File: config.mk
export PLATFORM = sky130hd
export DESIGN_NAME = buzzer_pattern_sequencer
export DESIGN_NICKNAME = d
export VERILOG_FILES = /design/src/hdl/bps_pkg.sv /design/src/hdl/bps_step_ctrl.sv /design/src/hdl/buzzer_pattern_sequencer.sv
export SDC_FILE = /design/constraint.sdc
export NUM_CORES = 1
export LEC_CHECK = 0
export ABC_CLOCK_PERIOD_IN_PS = 7900
export BUFFER_PORTS_ARGS = -buffer_cell sky130_fd_sc_hd__clkbuf_2
export CORE_UTILIZATION = 65
export DETAILED_ROUTE_END_ITERATION = 8
export PLACE_DENSITY = 0.91
export REMOVE_ABC_BUFFERS = 1
export SYNTH_ARGS = -nofsm -noshare
export SYNTH_HDL_FRONTEND = slang
export SYNTH_HIERARCHICAL = 1
export SYNTH_SLANG_ARGS = --single-unit
File: constraint.sdc
create_clock -name i_clk -period 7.9 [get_ports i_clk]
set_clock_uncertainty 0.05 [all_clocks]
set_input_delay 1.975 -clock i_clk [delete_from_list [all_inputs] [get_ports i_clk]]
set_output_delay 1.975 -clock i_clk [all_outputs]
set_load 0.02 [all_outputs]
File: src/hdl/bps_pkg.sv
// ----------------------------------------------------------------------------
// bps_pkg
// Shared types, constants and the pattern ROM of the buzzer pattern sequencer.
// ----------------------------------------------------------------------------
package bps_pkg;

    localparam int PAT_W        = 3;
    localparam int STEP_W       = 3;
    localparam int TICK_W       = 11;
    localparam int NUM_PATTERNS = 7;

    typedef enum logic [1:0] {
        OP_TICK = 2'd0,
        OP_PLAY = 2'd1,
        OP_STOP = 2'd2,
        OP_SET  = 2'd3
    } t_op;

    typedef enum logic [PAT_W-1:0] {
        PAT_NONE   = 3'd0,
        PAT_OPEN   = 3'd1,
        PAT_CLOSE  = 3'd2,
        PAT_FAULT  = 3'd3,
        PAT_ESTOP  = 3'd4,
        PAT_CLOSED = 3'd5,
        PAT_READY  = 3'd6
    } t_pat;

    typedef struct packed {
        logic [PAT_W-1:0]  pattern;
        logic [STEP_W-1:0] step;
        logic [TICK_W-1:0] ticks;
        logic              level;
    } t_state;

    typedef struct packed {
        logic              level;
        logic [TICK_W-1:0] dur;
    } t_tone;

    function automatic logic [STEP_W-1:0] step_total(input logic [PAT_W-1:0] pat);
        logic [STEP_W-1:0] total;
        case (pat)
            PAT_OPEN:   total = 3'd3;
            PAT_CLOSE:  total = 3'd1;
            PAT_FAULT:  total = 3'd5;
            PAT_ESTOP:  total = 3'd1;
            PAT_CLOSED: total = 3'd1;
            PAT_READY:  total = 3'd3;
            default:    total = 3'd0;
        endcase
        return total;
    endfunction

    function automatic t_tone step_tone(input logic [PAT_W-1:0] pat,
                                        input logic [STEP_W-1:0] step);
        t_tone tone;
        tone = '0;
        case (pat)
            PAT_OPEN: begin
                case (step)
                    3'd0:    tone = '{1'b1, 11'd80};
                    3'd1:    tone = '{1'b0, 11'd80};
                    3'd2:    tone = '{1'b1, 11'd80};
                    default: tone = '0;
                endcase
            end
            PAT_CLOSE: begin
                if (step == 3'd0) begin
                    tone = '{1'b1, 11'd400};
                end
            end
            PAT_FAULT: begin
                case (step)
                    3'd0, 3'd2, 3'd4: tone = '{1'b1, 11'd60};
                    3'd1, 3'd3:       tone = '{1'b0, 11'd60};
                    default:          tone = '0;
                endcase
            end
            PAT_ESTOP: begin
                if (step == 3'd0) begin
                    tone = '{1'b1, 11'd1200};
                end
            end
            PAT_CLOSED: begin
                if (step == 3'd0) begin
                    tone = '{1'b1, 11'd60};
                end
            end
            PAT_READY: begin
                case (step)
                    3'd0, 3'd2: tone = '{1'b1, 11'd40};
                    3'd1:       tone = '{1'b0, 11'd60};
                    default:    tone = '0;
                endcase
            end
            default: tone = '0;
        endcase
        return tone;
    endfunction

endpackage

File: src/hdl/bps_step_ctrl.sv
// ----------------------------------------------------------------------------
// bps_step_ctrl
// Next-state logic: applies one event to the sequencer state.
// ----------------------------------------------------------------------------
module bps_step_ctrl #(
    parameter int NUM_PATTERNS = bps_pkg::NUM_PATTERNS
) (
    input  bps_pkg::t_state              i_state,
    input  logic [1:0]                   i_operation,
    input  logic [bps_pkg::PAT_W-1:0]    i_pattern_id,
    input  logic                         i_direct_level,
    output bps_pkg::t_state              o_state
);

    localparam logic [bps_pkg::PAT_W:0] NUM_PAT_C = (bps_pkg::PAT_W+1)'(NUM_PATTERNS);

    logic [bps_pkg::STEP_W-1:0] next_step;
    bps_pkg::t_tone             adv_tone;
    bps_pkg::t_tone             play_tone;
    logic [bps_pkg::STEP_W-1:0] play_total;

    assign next_step  = i_state.step + 1'b1;
    assign adv_tone   = bps_pkg::step_tone(i_state.pattern, next_step);
    assign play_tone  = bps_pkg::step_tone(i_pattern_id, '0);
    assign play_total = bps_pkg::step_total(i_pattern_id);

    always_comb begin
        o_state = i_state;
        case (bps_pkg::t_op'(i_operation))
            bps_pkg::OP_TICK: begin
                if (i_state.pattern != bps_pkg::PAT_NONE) begin
                    if (i_state.ticks != '0) begin
                        o_state.ticks = i_state.ticks - 1'b1;
                    end else if (next_step >= bps_pkg::step_total(i_state.pattern)) begin
                        o_state = '0;
                    end else begin
                        o_state.step  = next_step;
                        o_state.ticks = adv_tone.dur;
                        o_state.level = adv_tone.level;
                    end
                end
            end
            bps_pkg::OP_PLAY: begin
                if ({1'b0, i_pattern_id} < NUM_PAT_C) begin
                    if (play_total == '0) begin
                        o_state = '0;
                    end else begin
                        o_state.pattern = i_pattern_id;
                        o_state.step    = '0;
                        o_state.ticks   = play_tone.dur;
                        o_state.level   = play_tone.level;
                    end
                end
            end
            bps_pkg::OP_STOP: begin
                o_state = '0;
            end
            bps_pkg::OP_SET: begin
                o_state       = '0;
                o_state.level = i_direct_level;
            end
            default: o_state = i_state;
        endcase
    end

endmodule

File: src/hdl/buzzer_pattern_sequencer.sv
// ----------------------------------------------------------------------------
// buzzer_pattern_sequencer
// Non-blocking buzzer driver that walks fixed tone patterns on tick events.
// ----------------------------------------------------------------------------
//  Channel  | Handshake            | Payload
//  ---------+----------------------+----------------------------------------
//  event in | i_valid / o_stall    | i_operation, i_pattern_id, i_direct_level
//  result   | o_valid / i_stall    | o_pin_level, o_sounding, o_busy_res
//  config   | i_cfg_we             | i_cfg_wdata (pin polarity)
//
// Each word is applied to the state in the cycle it is accepted and its result
// appears in the output register in the next cycle. One word per cycle is taken
// whenever the output register is empty or being drained. Reset clears the
// pattern state, the level and the output valid and sets the polarity to
// active high. A stall holds the result and stalls the event input.
// ----------------------------------------------------------------------------
module buzzer_pattern_sequencer #(
    parameter int NUM_PATTERNS = bps_pkg::NUM_PATTERNS
) (
    input  logic                      i_clk,
    input  logic                      i_rst_n,
    input  logic                      i_cfg_we,
    input  logic                      i_cfg_wdata,
    input  logic                      i_valid,
    output logic                      o_stall,
    input  logic [1:0]                i_operation,
    input  logic [bps_pkg::PAT_W-1:0] i_pattern_id,
    input  logic                      i_direct_level,
    output logic                      o_valid,
    input  logic                      i_stall,
    output logic                      o_pin_level,
    output logic                      o_sounding,
    output logic                      o_busy_res
);

    bps_pkg::t_state r_state;
    bps_pkg::t_state n_state;
    logic            r_pin_active_high;
    logic            r_out_valid;
    logic            r_pin_level;
    logic            r_sounding;
    logic            r_busy;
    logic            in_take;

    assign o_stall = r_out_valid & i_stall;
    assign in_take = i_valid & ~o_stall;

    bps_step_ctrl #(
        .NUM_PATTERNS (NUM_PATTERNS)
    ) u_step_ctrl (
        .i_state        (r_state),
        .i_operation    (i_operation),
        .i_pattern_id   (i_pattern_id),
        .i_direct_level (i_direct_level),
        .o_state        (n_state)
    );

    always_ff @(posedge i_clk) begin
        if (!i_rst_n) begin
            r_state           <= '0;
            r_pin_active_high <= 1'b1;
            r_out_valid       <= 1'b0;
        end else begin
            if (i_cfg_we) begin
                r_pin_active_high <= i_cfg_wdata;
            end
            if (in_take) begin
                r_state     <= n_state;
                r_out_valid <= 1'b1;
            end else if (!i_stall) begin
                r_out_valid <= 1'b0;
            end
        end
    end

    always_ff @(posedge i_clk) begin
        if (in_take) begin
            r_pin_level <= r_pin_active_high ? n_state.level : ~n_state.level;
            r_sounding  <= n_state.level;
            r_busy      <= (n_state.pattern != bps_pkg::PAT_NONE);
        end
    end

    assign o_valid     = r_out_valid;
    assign o_pin_level = r_pin_level;
    assign o_sounding  = r_sounding;
    assign o_busy_res  = r_busy;

    a_busy_matches_state: assert property (@(posedge i_clk) disable iff (!i_rst_n)
        o_valid |-> (o_busy_res == (r_state.pattern != bps_pkg::PAT_NONE)))
        else $error("busy flag disagrees with the running pattern");

    a_idle_is_clear: assert property (@(posedge i_clk) disable iff (!i_rst_n)
        (r_state.pattern == bps_pkg::PAT_NONE) |-> (r_state.step == '0 && r_state.ticks == '0))
        else $error("idle state holds a step or a count");

    a_step_in_range: assert property (@(posedge i_clk) disable iff (!i_rst_n)
        (r_state.pattern != bps_pkg::PAT_NONE)
            |-> (r_state.step < bps_pkg::step_total(r_state.pattern)))
        else $error("step position beyond the end of the pattern");

    a_take_gives_result: assert property (@(posedge i_clk) disable iff (!i_rst_n)
        in_take |=> o_valid)
        else $error("accepted word produced no result");

endmodule
# --- Word level (Yosys, flattened, before mapping) ---
# Index checks and enable logic that the tools add are counted.
# Widths: inputs -> output; s select.
word_totals:
  out_inout_bits: 5
  mem_count: 0
  romBits: 0
  regBits: 23
  latch_bits: 0
  ramBits: 0
  in_bits: 12
classes:
  mul: 0
  n_lt_le_gt_ge: 2
  div: 0
  shifts: 0
  mux: 25
  n_addsub: 2
  n_eq_ne: 23
  n_bitwise: 4
  n_reduce_logical: 16
ops:
  columns: ["operator", "n"]
  rows:
  - ["$pmux 12 s2", 3]
  - ["$pmux 12 s6", 1]
  - ["$pmux 18 s4", 1]
  - ["$pmux 12 s5", 1]
  - ["$mux 18", 3]
  - ["$mux 12", 3]
  - ["$eq 3x3->1 const B", 7]
  - ["$eq 3x2->1 const B", 6]
  - ["$pmux 3 s3", 2]
  - ["$mux 15", 1]
  - ["$mux 3", 4]
  - ["$mux 11", 1]
  - ["$reduce_bool 11->1", 1]
  - ["$sub 11x1->11 const B", 1]
  - ["$reduce_or 2->1", 5]
  - ["$eq 3x1->1 const B", 3]
  - ["$reduce_or 3->1", 3]
  - ["$logic_not 3->1", 2]
  - ["$mux 6", 1]
  - ["$ne 2x1->1 const B", 3]
  - ["$reduce_bool 3->1", 2]
  - ["$eq 2x2->1 const B", 2]
  - ["$mux 1", 4]
  - ["$reduce_and 4->1", 1]
  - ["9 further kinds", 11]

# --- Longest topological paths before layout ---
depth:
  depth_word: 13
  ltp_mapped: 13
  mapped_depth_nobuf: 11

# --- By module ---
# Netlist, hierarchy kept.
modules_own_cells:
  columns: ["module", "cells_each", "n_inst", "area_each_um2", "seq_area_each_um2"]
  rows:
  - ["bps_step_ctrl", 185, 1, 1154.9, 0.0]
  - ["buzzer_pattern_sequencer", 90, 1, 929.6, 490.5]

# --- Worst setup path before layout ---
# OpenSTA, ideal clock, no wires.
synth_timing:
  path_type: "input to output"
  from: "input port i_stall"
  to: "output port o_stall"
  path_buffers: 0
  required_ns: 5.875
  cell_stages: 1
  setup_slack_ns: 3.682
  arrival_time_ns: 2.193
  cell_sequence: "and2_2"
synth_via:
  elab_chain_cells: 1
synth_rtl:
  columns: ["item", "line", "text"]
  rows:
  - ["start: declaration", "buzzer_pattern_sequencer.sv:30", "input logic i_stall,"]
  - ["$and 1x1->1", "buzzer_pattern_sequencer.sv:45", "assign o_stall = r_out_valid & i_stall;"]
  - ["end: declaration", "buzzer_pattern_sequencer.sv:25", "output logic o_stall,"]
# No other way between the ends.

# --- Worst setup path after layout ---
# Same ends and word-level chain as after synthesis.

==> results.json <==
{
  "status": "completed",
  "max_stage_delay_ps": 200,
  "reg2reg_slack_ps": 4460,
  "cts_sinks": 23,
  "ctsResizeCount": 0,
  "met3_length_um": 430,
  "ys.flop_type": "dfxtp_1",
  "drc": 0,
  "initial_utilization": 0.683,
  "die_x_um": 58.6,
  "hold_viol_final": 0,
  "r2r_cells": 11,
  "grt_max_degree": 39,
  "cpMostUsedCell": "clkbuf_2",
  "cts_tree": "yes",
  "setup-tns-final_ps": 0,
  "rsz0062_at_grt": "no",
  "multiInputGateArea_sq_um": 1450,
  "start_kind": "input pin",
  "ios": 17,
  "port_buffers": 16,
  "synth_top_area_frac": 0.192,
  "num_vias": 2057,
  "rows": 20,
  "power_density_nw_per_um2": 109,
  "synth_edf_count": 3,
  "wl_met1_mm": 2.00,
  "setup-violations-final": 0,
  "clk-insertion-delay-late_ps": 320,
  "cp-endpoint": "o_stall",
  "hold_slack_ps": 462,
  "htreeDepth": 1,
  "viasPerCell": 6.45,
  "grt-ovfl-total": 0,
  "stdcell_count": 319,
  "r2r_end": "r_state[9]",
  "place_congestion": 0.972,
  "period_share": 0.564,
  "yosysMostFrequentCell": "nand2_1",
  "netlist_instances": 275,
  "nFillCells": 278,
  "ys_seq_area_frac": 0.235,
  "drtAntennaViolNets": 0,
  "critPathCaptureType": "output port",
  "fp.dieArea_sq_um": 3440,
  "crit_slowest_cell": "and2_2",
  "antenna_cells": 0,
  "fin_crit_ps": 4450,
  "wl_mm": 4.65,
  "regToRegStartpoint": "r_state[17]",
  "critPathMaxFanout": 2,
  "seqCellArea_sq_um": 490,
  "cp_cell_sequence": "clkbuf_2 -> and2_2 -> clkbuf_2",
  "dp_hpwl_mm": 3.33,
  "numPlacedInstances": 315,
  "final_nets": 297,
  "fmax_mhz": 225,
  "grt_first_pass_wirelength_mm": 7.70,
  "yosys_warnings": 6,
  "routed.top_layer": "met4",
  "syn_area_sq_um": 2080,
  "core_area_sq_um": 3050,
  "min_path_type": "flop to flop",
  "layout-drive-gt1-share": 0.105,
  "antenna_found_initial": 0,
  "cp-startpoint": "i_stall",
  "cts_made_buffers": 3,
  "max_slew_margin": 0.374,
  "cts_buffer_depth": 2,
  "root_buffer": "clkbuf_4",
  "cts_setup_buffers": 0,
  "hold_buffers": 0,
  "cp.required_ps": 5880,
  "syn_to_final_growth_pct": 1.92,
  "ys_ff_latch": 23,
  "first_pass_iters": 6,
  "worstMarginPinSlew_ps": 932,
  "synth_common_cells": "nand2_1 (57), dfxtp_1 (20), mux2i_1 (19)",
  "avgSynthCellArea_sq_um": 7.58,
  "worstSetupPathType": "input pin to output port",
  "met2_length_mm": 2.11,
  "clk_pin_slew_worst_paths_ps": 120,
  "drt_iter0_drc": 234,
  "wl_per_cell_um": 14.6,
  "p_leak_nw": 0.828,
  "die_h_um": 58.6,
  "arrival_ps": 2430,
  "track_usage": 0.291,
  "postSynth.asyncResetShare": 0,
  "grt_pass1_vias": 1696,
  "finalMaxSlewViolations": 0,
  "peakVddDrop_v": 0.0000744,
  "drv_cap": 0,
  "yosys-top-cells-area": "dfxtp_1 (19%), nand2_1 (10%), mux2i_1 (9.1%)",
  "synth_top_area_cell": "dfxtp_1",
  "ys_types": 60
}
==> metal layers <==
metal  GRT usage  vias to the layer above
met4       0.119                        0
met1       0.414                      941
li1            -                     1000
met3      0.0330                       16
met5           0                        -
met2       0.448                      100
==> stage by stage <==
stage	utilization	cell area, sq um	worst slack, ps	total power (W)
after global placement	0.687	2100	3450	0.000176
after CTS	0.696	2120	3440	0.000232
after detailed placement	0.687	2100	3440	0.000177
after floorplan	-	1960	3680	0.000159
final	0.696	2120	3450	0.000232
after global routing	0.696	2120	3430	0.000244
==> final cells by class <==
cell class	instances	area share
well taps	44	0.0259
inverters	7	0.0124
clock buffers	4	0.0124
repair buffers	16	0.0377
multi-input cells	225	0.681
flip-flops and latches	23	0.231
==> layout by cell type (no fill, tap or decap), types with 2 or more instances in the layout <==
| cell | synthesis | layout |
|---|---|---|
| nand2_1 | 57 | 57 |
| dfxtp_1 | 20 | 20 |
| mux2i_1 | 19 | 19 |
| a21oi_1 | 18 | 18 |
| clkbuf_2 | 0 | 16 |
| nor2_1 | 13 | 13 |
| ha_1 | 9 | 9 |
| o21ai_0 | 8 | 8 |
| o21ai_1 | 7 | 7 |
| nand3_1 | 7 | 7 |
| o31ai_1 | 7 | 7 |
| or3_1 | 6 | 6 |
| inv_1 | 6 | 6 |
| nor3_1 | 6 | 6 |
| a31oi_1 | 5 | 5 |
| xnor2_1 | 4 | 4 |
| nor2b_1 | 4 | 4 |
| o32ai_1 | 4 | 4 |
| o21a_1 | 3 | 3 |
| clkbuf_4 | 0 | 3 |
| edfxtp_1 | 3 | 3 |
| nand2b_1 | 3 | 3 |
| xor2_1 | 3 | 3 |
| or2_2 | 3 | 3 |
| a21o_1 | 2 | 2 |
| nor4_1 | 2 | 2 |
| o31a_1 | 2 | 2 |
| o41ai_1 | 2 | 2 |
| a22o_1 | 2 | 2 |
| a221o_1 | 2 | 2 |
| a211oi_1 | 2 | 2 |
==> worst min path at each step <==
stage	start	to	cells after the start
6_report	r_state[14]	r_state[14]	2
3_5_place_dp	r_state[14]	r_state[14]	2
5_1_grt	r_state[0]	r_state[0]	2
2_1_floorplan	r_state[0]	r_state[0]	2
3_3_place_gp	r_state[14]	r_state[14]	2
4_1_cts	r_state[0]	r_state[0]	2
==> flip-flops by register name, summed over array words and instances (netlist names) <==
signal             cells
o_busy_res             1
o_pin_level            1
o_valid                1
o_sounding             1
r_state               18
r_pin_active_high      1
==> report_power, final <==
| part | internal (W) | switching, W | total (W) |
|---|---|---|---|
| clock network | 0.0000198 | 0.0000371 | 0.0000569 |
| registers | 0.000122 | 0.00000344 | 0.000126 |
| logic | 0.0000184 | 0.0000314 | 0.0000498 |
| total | 0.000160 | 0.0000720 | 0.000232 |
==> worst max-delay path, delay by kind of cell <==
kind,cells,cell delay [ps]
AND/OR/NAND/NOR,1,200
buffers and inverters,2,250
==> cell families after synthesis <==
group,count (synthesis),share of synthesized area
DFF,23,0.235
xor gates and xnor gates,7,0.0294
muxes,21,0.102
AOI/OAI and AO/OA,73,0.237
buffers and inverters,27,0.0708
and+or+nand+nor,115,0.271
adders and majority gates,9,0.0540
Note: power is estimated with default switching activity, not from simulation.
